File: config.mk
export PLATFORM = sky130hd
export DESIGN_NAME = lru_buffer_pool_frame_manager
export DESIGN_NICKNAME = d
export VERILOG_FILES = /design/src/rtl/lrubp_pkg.sv /design/src/rtl/lrubp_frame_table.sv /design/src/rtl/lru_buffer_pool_frame_manager.sv
export SDC_FILE = /design/constraint.sdc
export NUM_CORES = 1
export LEC_CHECK = 0
export BUFFER_PORTS_ARGS = -buffer_cell sky130_fd_sc_hd__buf_2
export CORE_UTILIZATION = 35
export CTS_BUF_LIST = sky130_fd_sc_hd__clkbuf_8
export DETAILED_ROUTE_END_ITERATION = 10
export SLEW_MARGIN = 20
export SYNTH_ARGS = -nofsm -noshare
export SYNTH_HDL_FRONTEND = slang
export SYNTH_SLANG_ARGS = --single-unit
File: constraint.sdc
create_clock -name i_clk -period 25.2 [get_ports i_clk]
set_input_delay 5.04 -clock i_clk [delete_from_list [all_inputs] [get_ports i_clk]]
set_output_delay 5.04 -clock i_clk [all_outputs]
set_load 0.02 [all_outputs]
File: src/rtl/lrubp_pkg.sv
// Package for the LRU buffer pool frame manager.
// Holds the sizes, codes, state type and structs that the frame table and
// the top level share. It depends on nothing.
package lrubp_pkg;

    localparam int NUM_FRAMES = 16;
    localparam int PAGE_W     = 32;
    localparam int PIN_W      = 8;
    localparam int IDX_W      = $clog2(NUM_FRAMES);
    localparam int RANK_W     = IDX_W;
    localparam int LIM_W      = RANK_W + 1;
    localparam int CNT_W      = $clog2(NUM_FRAMES + 1);
    localparam int CFG_W      = 5;
    localparam int FRAMES_RST = 16;

    typedef enum logic [1:0] {
        REQ_FETCH = 2'd0,
        REQ_UNPIN = 2'd1,
        REQ_FLUSH = 2'd2,
        REQ_BAD   = 2'd3
    } t_req;

    typedef enum logic [1:0] {
        ST_OK         = 2'd0,
        ST_NOT_FOUND  = 2'd1,
        ST_ALL_PINNED = 2'd2
    } t_status;

    typedef enum logic [2:0] {
        S_IDLE,
        S_SCAN,
        S_DECIDE,
        S_UPDATE,
        S_OUT
    } t_state;

    typedef struct packed {
        logic              valid;
        logic [PAGE_W-1:0] page;
        logic [PIN_W-1:0]  pins;
        logic              dirty;
        logic [RANK_W-1:0] rank;
    } t_entry;

    typedef struct packed {
        logic             en;
        logic [IDX_W-1:0] idx;
        t_entry           data;
    } t_tbl_wr;

    typedef struct packed {
        t_status           status;
        logic              was_hit;
        logic [IDX_W-1:0]  frame_slot;
        logic              writeback;
        logic [PAGE_W-1:0] writeback_page;
        logic [PIN_W-1:0]  pins_after;
    } t_result;

endpackage

File: src/rtl/lrubp_frame_table.sv
// Frame table of the buffer pool: page, pin count, dirty mark and recency
// rank of every frame, with one read index and one write port per cycle.
// Depends on lrubp_pkg.
module lrubp_frame_table (
    input  logic                                i_clk,
    input  logic                                i_rst_n,
    input  logic [lrubp_pkg::IDX_W-1:0]         i_rd_idx,
    output lrubp_pkg::t_entry                   o_rd,
    input  lrubp_pkg::t_tbl_wr                  i_wr
);
    import lrubp_pkg::*;

    logic [NUM_FRAMES-1:0] r_valid;
    logic [PAGE_W-1:0]     r_page  [NUM_FRAMES];
    logic [PIN_W-1:0]      r_pins  [NUM_FRAMES];
    logic                  r_dirty [NUM_FRAMES];
    logic [RANK_W-1:0]     r_rank  [NUM_FRAMES];

    always_ff @(posedge i_clk) begin
        if (!i_rst_n) begin
            r_valid <= '0;
        end else if (i_wr.en) begin
            r_valid[i_wr.idx] <= i_wr.data.valid;
        end
    end

    always_ff @(posedge i_clk) begin
        if (i_wr.en) begin
            r_page[i_wr.idx]  <= i_wr.data.page;
            r_pins[i_wr.idx]  <= i_wr.data.pins;
            r_dirty[i_wr.idx] <= i_wr.data.dirty;
            r_rank[i_wr.idx]  <= i_wr.data.rank;
        end
    end

    always_comb begin
        o_rd.valid = r_valid[i_rd_idx];
        o_rd.page  = r_page[i_rd_idx];
        o_rd.pins  = r_pins[i_rd_idx];
        o_rd.dirty = r_dirty[i_rd_idx];
        o_rd.rank  = r_rank[i_rd_idx];
    end

endmodule

File: src/rtl/lru_buffer_pool_frame_manager.sv
// Top level of the LRU buffer pool frame manager: request sequencer, scan
// and update passes over the frame table, result register and config.
// Depends on lrubp_pkg and lrubp_frame_table.
//
// Requests enter on the slave stream: tuser carries the request type, tdata
// the page number and the dirty mark. Each request gives one result on the
// master stream: tuser carries the status, tdata the remaining fields.
// The config channel writes the frame limit; it is always ready. The user
// must write it only while the block is idle; the block does not enforce it.
// A request is handled by one compare unit that visits one frame per cycle.
// A scan pass finds the page, the first free frame, the valid count and
// the least recent unpinned frame. A fetch that hits or loads a page then
// runs a second pass that rewrites the recency ranks. The block takes one
// request at a time.
// The result register holds a result until the receiver takes it; a new
// request is accepted meanwhile, and its result waits in the sequencer.
// Reset empties the pool and sets the frame limit to 16.
module lru_buffer_pool_frame_manager (
    input  logic                        i_clk,
    input  logic                        i_rst_n,
    input  logic                        i_cfg_valid,
    output logic                        o_cfg_ready,
    input  logic [lrubp_pkg::CFG_W-1:0] i_cfg_data,
    input  logic                        i_s_axis_tvalid,
    output logic                        o_s_axis_tready,
    // Bits from 0: page_number (32), mark_dirty (1), zero fill (7).
    input  logic [39:0]                 i_s_axis_tdata,
    // Bits from 0: req_type (2).
    input  logic [1:0]                  i_s_axis_tuser,
    output logic                        o_m_axis_tvalid,
    input  logic                        i_m_axis_tready,
    // Bits from 0: was_hit (1), frame_slot (4), writeback (1),
    // writeback_page (32), pins_after (8), zero fill (2).
    output logic [47:0]                 o_m_axis_tdata,
    // Bits from 0: status (2).
    output logic [1:0]                  o_m_axis_tuser
);
    import lrubp_pkg::*;

    t_state  r_state, n_state;
    t_entry  rd;
    t_tbl_wr wr;

    logic [CFG_W-1:0]  r_frames_in_use;
    logic [IDX_W-1:0]  r_idx;
    t_req              r_req;
    logic [PAGE_W-1:0] r_page;
    logic              r_mdirty;

    logic              r_hit;
    logic [IDX_W-1:0]  r_hslot;
    logic [RANK_W-1:0] r_hrank;
    logic [PIN_W-1:0]  r_hpins;
    logic              r_hdirty;
    logic [CNT_W-1:0]  r_cnt;
    logic              r_free_found;
    logic [IDX_W-1:0]  r_free_slot;
    logic              r_vic_found;
    logic [IDX_W-1:0]  r_vslot;
    logic [RANK_W-1:0] r_vrank;
    logic              r_vdirty;
    logic [PAGE_W-1:0] r_vpage;

    logic [IDX_W-1:0]  r_s;
    logic [LIM_W-1:0]  r_lim;
    logic [PIN_W-1:0]  r_tpins;
    logic              r_tdirty;
    t_result           r_res;

    logic              r_o_valid;
    t_result           r_out;

    logic              in_accept;
    logic              last_idx;
    logic              match;
    logic              vic_cand;
    logic [CNT_W-1:0]  limit;
    logic              go_update;
    logic              out_free;
    logic              single_wr;
    logic [IDX_W-1:0]  d_s;
    logic [LIM_W-1:0]  d_lim;
    logic [PIN_W-1:0]  d_tpins;
    logic              d_tdirty;
    t_result           d_res;

    lrubp_frame_table u_table (
        .i_clk    (i_clk),
        .i_rst_n  (i_rst_n),
        .i_rd_idx (r_idx),
        .o_rd     (rd),
        .i_wr     (wr)
    );

    assign o_cfg_ready = 1'b1;
    assign in_accept   = i_s_axis_tvalid && o_s_axis_tready;
    assign last_idx    = (r_idx == IDX_W'(NUM_FRAMES - 1));
    assign out_free    = !r_o_valid || i_m_axis_tready;
    assign match       = rd.valid && (rd.page == r_page);
    assign vic_cand    = rd.valid && (rd.pins == '0) &&
                         (!r_vic_found || (rd.rank > r_vrank));

    always_ff @(posedge i_clk) begin
        if (!i_rst_n) begin
            r_frames_in_use <= CFG_W'(FRAMES_RST);
        end else if (i_cfg_valid && o_cfg_ready) begin
            r_frames_in_use <= i_cfg_data;
        end
    end

    always_comb begin
        if (r_frames_in_use == '0) begin
            limit = CNT_W'(1);
        end else if (int'(r_frames_in_use) > NUM_FRAMES) begin
            limit = CNT_W'(NUM_FRAMES);
        end else begin
            limit = CNT_W'(r_frames_in_use);
        end
    end

    // Decision taken once the scan pass has finished.
    always_comb begin
        d_s       = r_hslot;
        d_lim     = {1'b0, r_hrank};
        d_tpins   = r_hpins;
        d_tdirty  = r_hdirty;
        go_update = 1'b0;
        single_wr = 1'b0;
        d_res     = '0;
        d_res.status = ST_OK;
        unique case (r_req)
            REQ_FETCH: begin
                if (r_hit) begin
                    d_tpins   = (r_hpins == {PIN_W{1'b1}}) ? r_hpins : r_hpins + 1'b1;
                    go_update = 1'b1;
                    d_res.was_hit = 1'b1;
                end else if (r_cnt < limit) begin
                    d_s       = r_free_slot;
                    d_lim     = LIM_W'(NUM_FRAMES);
                    d_tpins   = PIN_W'(1);
                    d_tdirty  = 1'b0;
                    go_update = 1'b1;
                end else if (r_vic_found) begin
                    d_s       = r_vslot;
                    d_lim     = {1'b0, r_vrank} + 1'b1;
                    d_tpins   = PIN_W'(1);
                    d_tdirty  = 1'b0;
                    go_update = 1'b1;
                    d_res.writeback      = r_vdirty;
                    d_res.writeback_page = r_vdirty ? r_vpage : '0;
                end else begin
                    d_res.status = ST_ALL_PINNED;
                end
            end
            REQ_UNPIN: begin
                if (r_hit) begin
                    d_tpins   = (r_hpins == '0) ? r_hpins : r_hpins - 1'b1;
                    d_tdirty  = r_hdirty || r_mdirty;
                    single_wr = 1'b1;
                end else begin
                    d_res.status = ST_NOT_FOUND;
                end
            end
            REQ_FLUSH: begin
                if (r_hit) begin
                    d_tdirty  = 1'b0;
                    single_wr = 1'b1;
                    d_res.writeback      = r_hdirty;
                    d_res.writeback_page = r_hdirty ? r_page : '0;
                end else begin
                    d_res.status = ST_NOT_FOUND;
                end
            end
            default: begin
                d_res.status = ST_NOT_FOUND;
            end
        endcase
        if (d_res.status == ST_OK) begin
            d_res.frame_slot = d_s;
            d_res.pins_after = d_tpins;
        end
    end

    always_ff @(posedge i_clk) begin
        if (in_accept) begin
            r_req    <= t_req'(i_s_axis_tuser);
            r_page   <= i_s_axis_tdata[PAGE_W-1:0];
            r_mdirty <= i_s_axis_tdata[PAGE_W];
            r_hit        <= 1'b0;
            r_cnt        <= '0;
            r_free_found <= 1'b0;
            r_vic_found  <= 1'b0;
        end else if (r_state == S_SCAN) begin
            if (match && !r_hit) begin
                r_hit    <= 1'b1;
                r_hslot  <= r_idx;
                r_hrank  <= rd.rank;
                r_hpins  <= rd.pins;
                r_hdirty <= rd.dirty;
            end
            if (rd.valid) begin
                r_cnt <= r_cnt + 1'b1;
            end
            if (!rd.valid && !r_free_found) begin
                r_free_found <= 1'b1;
                r_free_slot  <= r_idx;
            end
            if (vic_cand) begin
                r_vic_found <= 1'b1;
                r_vslot     <= r_idx;
                r_vrank     <= rd.rank;
                r_vdirty    <= rd.dirty;
                r_vpage     <= rd.page;
            end
        end
        if (r_state == S_DECIDE) begin
            r_s      <= d_s;
            r_lim    <= d_lim;
            r_tpins  <= d_tpins;
            r_tdirty <= d_tdirty;
            r_res    <= d_res;
        end
    end

    always_ff @(posedge i_clk) begin
        if (!i_rst_n) begin
            r_state <= S_IDLE;
            r_idx   <= '0;
        end else begin
            r_state <= n_state;
            if (r_state == S_SCAN || r_state == S_UPDATE) begin
                r_idx <= r_idx + 1'b1;
            end else begin
                r_idx <= '0;
            end
        end
    end

    always_comb begin
        n_state = r_state;
        unique case (r_state)
            S_IDLE:   if (in_accept) n_state = S_SCAN;
            S_SCAN:   if (last_idx) n_state = S_DECIDE;
            S_DECIDE: n_state = go_update ? S_UPDATE : S_OUT;
            S_UPDATE: if (last_idx) n_state = S_OUT;
            S_OUT:    if (out_free) n_state = S_IDLE;
            default:  n_state = S_IDLE;
        endcase
    end

    always_comb begin
        o_s_axis_tready = 1'b0;
        wr = '0;
        unique case (r_state)
            S_IDLE: begin
                o_s_axis_tready = 1'b1;
            end
            S_DECIDE: begin
                wr.en         = single_wr;
                wr.idx        = r_hslot;
                wr.data.valid = 1'b1;
                wr.data.page  = r_page;
                wr.data.pins  = d_tpins;
                wr.data.dirty = d_tdirty;
                wr.data.rank  = r_hrank;
            end
            S_UPDATE: begin
                wr.idx = r_idx;
                if (r_idx == r_s) begin
                    wr.en         = 1'b1;
                    wr.data.valid = 1'b1;
                    wr.data.page  = r_page;
                    wr.data.pins  = r_tpins;
                    wr.data.dirty = r_tdirty;
                    wr.data.rank  = '0;
                end else if (rd.valid && ({1'b0, rd.rank} < r_lim)) begin
                    wr.en        = 1'b1;
                    wr.data      = rd;
                    wr.data.rank = rd.rank + 1'b1;
                end
            end
            default: begin
                o_s_axis_tready = 1'b0;
            end
        endcase
    end

    always_ff @(posedge i_clk) begin
        if (!i_rst_n) begin
            r_o_valid <= 1'b0;
        end else if (r_state == S_OUT && out_free) begin
            r_o_valid <= 1'b1;
        end else if (i_m_axis_tready) begin
            r_o_valid <= 1'b0;
        end
    end

    always_ff @(posedge i_clk) begin
        if (r_state == S_OUT && out_free) begin
            r_out <= r_res;
        end
    end

    assign o_m_axis_tvalid = r_o_valid;
    assign o_m_axis_tuser  = r_out.status;
    assign o_m_axis_tdata  = {2'b00, r_out.pins_after, r_out.writeback_page,
                              r_out.writeback, r_out.frame_slot, r_out.was_hit};

endmodule

[After elaboration in Yosys (flattened, before gate mapping)]
Memories as Yosys holds them, arrays and structs flattened. A register that Yosys moved wholly into a read port is not among the register bits.
Cells that the tools add are included.
Cells by class
  equal/unequal tests: 14
  bitwise logic cells: 2
  reductions and logical operators: 36
  add/sub/neg operators: 6
  $lt $le $gt $ge: 7
  multiplexer cells: 66
Operators by type and width (number)
  $mux W33: 4
  $pmux W51 S2: 1
  $mux W46: 2
  $pmux W33 S2: 1
  $mux W32: 2
  $mux W8: 6
  $mux W4: 10
  $eq A32 B32 Y1: 1
  $mux W1: 21
  $mux W5: 4
  $bwmux W16: 1
  $logic_not A8 Y1: 2
  $pmux W8 S2: 1
  $mux W3: 5
  $pmux W3 S5: 1
  $lt A4 B5 Y1 const B: 2
  $reduce_and A2 Y1: 5
  $logic_and A1 B1 Y1: 9
  $reduce_and A3 Y1: 3
  $add A4 B1 Y4 const B: 2
  $add A8 B1 Y8 const B: 1
  $eq A8 B8 Y1 const B: 1
  $ne A2 B2 Y1 const B: 4
  $sub A8 B1 Y8 const B: 1
  other kinds (28): 41
Word-level totals
  memory bits (writable): 720
  output and inout bits: 53
  memories kept: 4
  bits of input ports: 52
  word-level logic and storage cells: 173
  flip-flop bits (word level): 248
Memory list
  u_table.r_page: words 16, width 32, rd ports 1, clocked after memory_dff 1, write ports 1, RTL line lrubp_frame_table.sv:14  | logic [PAGE_W-1:0] r_page [NUM_FRAMES];
  u_table.r_pins: words 16, width 8, rd ports 1, clocked after memory_dff 1, write ports 1, RTL line lrubp_frame_table.sv:15  | logic [PIN_W-1:0] r_pins [NUM_FRAMES];
  u_table.r_rank: words 16, width 4, rd ports 1, clocked after memory_dff 1, write ports 1, RTL line lrubp_frame_table.sv:17  | logic [RANK_W-1:0] r_rank [NUM_FRAMES];
  u_table.r_dirty: words 16, width 1, rd ports 1, clocked after memory_dff 1, write ports 1, RTL line lrubp_frame_table.sv:16  | logic r_dirty [NUM_FRAMES];

[Longest topological paths before layout]
  depth in word-level cells: 13
  gate-level depth with buffers: 16
  mapped depth without buffers: 12

[Cells and area by module]
Synthesis repeated with hierarchy kept, for this count alone.
Second synthesis, totals
  cell total of the unflattened synthesis: 1911
  area, all modules: 37723.7 um2
By module, submodules not included
  lrubp_frame_table: area each 27772.9 um2, instances 1, cells each 1208, seq. area each 21941.0 um2
  lru_buffer_pool_frame_manager: area each 9950.8 um2, instances 1, cells each 703, seq. area each 6756.5 um2

[Worst setup path after synthesis]
Ideal clock, no wire load.
  path type: reg-to-reg
  start point: reg r_idx[0]
  end point: mem u_table.r_dirty[2], enable pin
  period minus slack after synthesis: 8.693 ns
  setup time: 0.563 ns
  data required time: 24.637 ns
  cell stages (with the launch flop): 14
  slack: 16.507 ns
  data arrival time: 8.130 ns
  buffers on the path: 5
  cell sequence: dfxtp_1 > buf_6 > buf_6 > buf_2 > buf_2 > buf_2 > mux4_2 > mux4_2 > ha_1 > a21oi_1 > nor2_1 > nor3_1 > a31oi_4 > nor4_1
On the way
  longest elaborated chain between the ends: 8
  elaborated cells between the ends (all ways): 9
  classes of those cells: eq/ne (1); mux (7); reduce/logical (1)
Ends and longest elaborated chain
  start: declaration: RTL line lru_buffer_pool_frame_manager.sv:45  | logic [IDX_W-1:0] r_idx;
  start signal: assignment: RTL line lru_buffer_pool_frame_manager.sv:232  | r_idx <= r_idx + 1'b1;
  $bmux W1 S4: RTL line lrubp_frame_table.sv:37  | o_rd.valid = r_valid[i_rd_idx];
  $mux W1 (not written as such): RTL line lrubp_frame_table.sv:37
  $logic_and A1 B1 Y1: RTL line lru_buffer_pool_frame_manager.sv:276  | end else if (rd.valid && ({1'b0, rd.rank} < r_lim)) begin
  $mux W1: RTL line lru_buffer_pool_frame_manager.sv:276
  $mux W1: RTL line lru_buffer_pool_frame_manager.sv:269  | if (r_idx == r_s) begin
  $pmux W51 S2 (*): RTL line lru_buffer_pool_frame_manager.sv:254  | unique case (r_state)
  $mux W1: RTL line lrubp_frame_table.sv:28  | if (i_wr.en) begin
  $mux W1 (not written as such): RTL line lrubp_frame_table.sv:31  | r_dirty[i_wr.idx] <= i_wr.data.dirty;
  end: declaration: RTL line lrubp_frame_table.sv:16
Mark *: on every way between the ends. The rest lies on a longest branch, timed or not. The select of a mux whose other input is x is not followed.

[Worst setup path after layout]
  start point: reg r_state[0]
  end point: out o_s_axis_tready
On the way
  longest elaborated chain between the ends: 2
Ends and longest elaborated chain
  start: declaration: RTL line lru_buffer_pool_frame_manager.sv:40  | t_state r_state, n_state;
  start signal: assignment: RTL line lru_buffer_pool_frame_manager.sv:230  | r_state <= n_state;
  $logic_not A3 Y1: RTL line lru_buffer_pool_frame_manager.sv:254
  $mux W1: RTL line lru_buffer_pool_frame_manager.sv:254
  end: declaration: RTL line lru_buffer_pool_frame_manager.sv:25  | output logic o_s_axis_tready,
No other way between the ends.

==> results.cfg <==
[placement]
post_dp_cell_area_mm2 = 0.04030
detailed_place_hpwl_um = 49130
dpl_worst_slack_ns = 18.64
portBuffers = 94
place.gp.congestion = 0.8079

[yosys]
synthFlopType = edfxtp_1
synth_xor_area_frac = 0.01106
ys_warn_count = 0
ys_types = 68
ys_seq_area_frac = 0.7547
syn_area_per_cell_um2 = 19.97
synth_edf_count = 931
synth_top_family_by_area = multiplexers
synth_fa_ha_area_frac = 0.007239
synth.top_cells.by_area = edfxtp_1 (74%), mux4_2 (12%), dfxtp_1 (1.9%)
synth_seq_cells = 968
ys_async_sr_fraction = 0
syn_area_mm2 = 0.03803
syn_inst = 1904
synth_compound_area_frac = 0.04600
synthSimpleGateAreaFrac = 0.03080
synth_top_area_share = 0.7352
synthMuxAreaShare = 0.1335
synth_top_cell_by_area = edfxtp_1

[final_layout]
nNetsFinal = 2184
design_area_mm2 = 0.04314
synthToLayoutAreaGrowth_pct = 13.45
drive_above_1_share = 0.2632

[sta]
fmax_mhz = 146.7
slew_headroom = 0.1965
rsz0062_at_grt = false
setup_tns_ns = 0
fin_crit_sh = 0.2706
setup_violations = 0
setup_ws_ns = 18.38
worstMarginPinSlew_ns = 1.194
slew_violations = 0
hold_viol = 0
fin_crit_ns = 6.818
fin_worst_skew_ns = 0.04175

[pwr]
power_frac_comb = 0.045
power_density_mw_per_mm2 = 73.79
p_leak_nw = 14.68
internal_power_mw = 2.462
vdd_ir_drop_max_v = 0.00003713
switching_share = 0.2265
p_seq_frac = 0.565
p_clk_frac = 0.390
power_switching_mw = 0.7212

[floorplanning]
start_util = 0.3542
die_x_um = 331.6
placementRows = 120
die_area_mm2 = 0.1100
io_pins = 105
core-area_mm2 = 0.1074
die_y_um = 331.6

[critical_path]
required_ns = 20.16
critPathTopFamily = flip-flops
end_kind = output port
cp_slowest_stage_delay_ns = 0.65
path_cells = nor3_1, buf_2
critPathBufInv = 1
cp.arrival_ns = 1.78
crit_type = register to output port
cp_slowest_cell = dfxtp_1
critical_path.max_fanout = 15
cp-start-kind = register

[outcome]
outcome = complete, no violations

[detailed_routing]
drt_wl_total_um = 95260
wl_met3_um = 6767
wl_met2_um = 45570
drc = 0
wl_per_cell_um = 26.26
vias = 19740
routed.top_layer = met5
drtPass1Iterations = 6
viasPerCell = 5.443
antenna_left = 0
m1WireLength_um = 40890
drtIter0Drc = 2321

[global_route]
grt_first_pass_wirelength_um = 138800
grt_overflow = 0
grt_max_degree = 113
grt_usage = 0.1733
antenna_found_initial = 8
grt_pass1_vias = 20190

[clock_tree]
cts_hold_buf = 0
numCtsBuffers = 156
clock_sinks = 968
cts_root_buf = clkbuf_8
cts_resized = 0
cts_max_level = 4
cts_buffer_depth = 3
cts_tree = yes
worstSkewPairLatency_ns = 0.83
post-cts-setup-buffers = 0
clk_pin_slew_ns = 0.06

[worst_hold_path]
hold_path_class = register to register

[job]
drv_cap = 0
-- routing by layer --
layer  vias up  global-route usage
met3       156             0.03426
li1       8257                   -
met2       854              0.2739
met4        12             0.05393
met1     10460              0.2414
met5         -                   0
-- cells by family (layout without fill, tap and decap cells) --
| group | after synthesis | after routing |
|---|---|---|
| adder cells (fa/ha/maj) | 22 | 22 |
| AO/OA/AOI/OAI | 232 | 232 |
| multiplexers | 260 | 260 |
| buffers and inverters | 136 | 454 |
| XOR/XNOR | 48 | 48 |
| flip-flops | 968 | 968 |
| AND/OR/NAND/NOR | 236 | 236 |
| other | 2 | 4 |
-- cells in the mapped netlist (all sizes together) (3+ instances only) --
cell type  instances
nand2             55
nor4              10
clkbuf            41
or2                5
nor3b              3
o21a              19
nand4             11
edfxtp           931
o31ai              4
nor3              26
mux2              14
o22ai             13
a2bb2oi            4
nor2b             18
nor2              60
a31oi             11
mux4             196
o21ai             26
a21oi             28
a22o              68
mux2i             50
inv               41
xnor2             25
dfxtp             37
and3               8
a221oi             3
a21o               7
o221ai             3
a32oi              3
a22oi             15
and2               8
o221a              3
a211oi             5
nand2b             9
ha                22
xor2              23
or3                3
buf               54
o211ai             4
nand3             14
a211o              3
-- worst paths after layout --
kind,slack (ns),endpoint,cells after the start,start
min,0.42,o_m_axis_tdata[44],0,r_res[6]
max reg2reg,18.74,u_table.r_page[8][11],12,r_idx[0]
max,18.38,o_s_axis_tready,2,r_state[0]
min reg2reg,0.42,o_m_axis_tdata[44],0,r_res[6]
-- layout make-up --
| type | instances | area, um2 |
|---|---|---|
| Fill cell | 9476 | 64210 |
| Sequential cell | 968 | 28710 |
| Multi-Input combinational cell | 801 | 8836 |
| Clock buffer | 160 | 2202 |
| Tap cell | 1403 | 1755 |
| Timing Repair Buffer | 142 | 855.8 |
| Clock inverter | 111 | 623.1 |
| Inverter | 41 | 155.1 |
| Antenna cell | 1 | 2.502 |
-- through the flow --
step	utilization	power [mW]	instances	hold WS, ns
2_1_floorplan	-	1.926	1905	0.4003
3_3_place_gp	0.3754	1.972	3354	0.4002
3_5_place_dp	0.3754	1.976	3354	0.4045
4_1_cts	0.4018	3.214	3625	0.4185
5_1_grt	0.4018	3.289	3626	0.4203
6_report	0.4019	3.183	3627	0.4178
-- layout by cell type (no fill, tap or decap), types with 17 or more instances in the layout --
| master | instances |
|---|---|
| clkbuf_8 | 160 |
| mux4_2 | 195 |
| buf_2 | 94 |
| o21ai_0 | 19 |
| mux2i_1 | 50 |
| xnor2_1 | 25 |
| ha_1 | 22 |
| xor2_1 | 23 |
| a22o_1 | 68 |
| clkinv_1 | 35 |
| edfxtp_1 | 931 |
| inv_1 | 79 |
| dfxtp_1 | 33 |
| a21oi_1 | 28 |
| nor3_1 | 18 |
| o21a_1 | 19 |
| buf_4 | 45 |
| nor2_1 | 53 |
| nand2_1 | 55 |
| nor2b_1 | 17 |
-- power groups by stage --
stage / logic (mW) / registers (mW) / clock network (mW)
after floorplan: 0.101 / 1.83 / 0
after global placement: 0.140 / 1.83 / 0
after detailed placement: 0.144 / 1.83 / 0
after CTS: 0.145 / 1.80 / 1.27
after global routing: 0.155 / 1.80 / 1.33
final: 0.144 / 1.80 / 1.24
-- sequential cells by signal (all words and copies together) (netlist names), 3 cells and up --
register / count
o_m_axis_tdata: 46
u_table.r_pins: 128
r_state: 3
r_page: 32
r_vrank: 4
u_table.r_page: 512
r_hrank: 4
r_cnt: 5
r_s: 4
r_vpage: 32
u_table.r_valid: 16
r_res: 48
u_table.r_rank: 64
r_frames_in_use: 5
r_free_slot: 4
r_hpins: 8
u_table.r_dirty: 16
r_idx: 4
r_vslot: 4
r_tpins: 8
r_hslot: 4
r_lim: 5
Note: power is estimated with default switching activity, not from simulation.
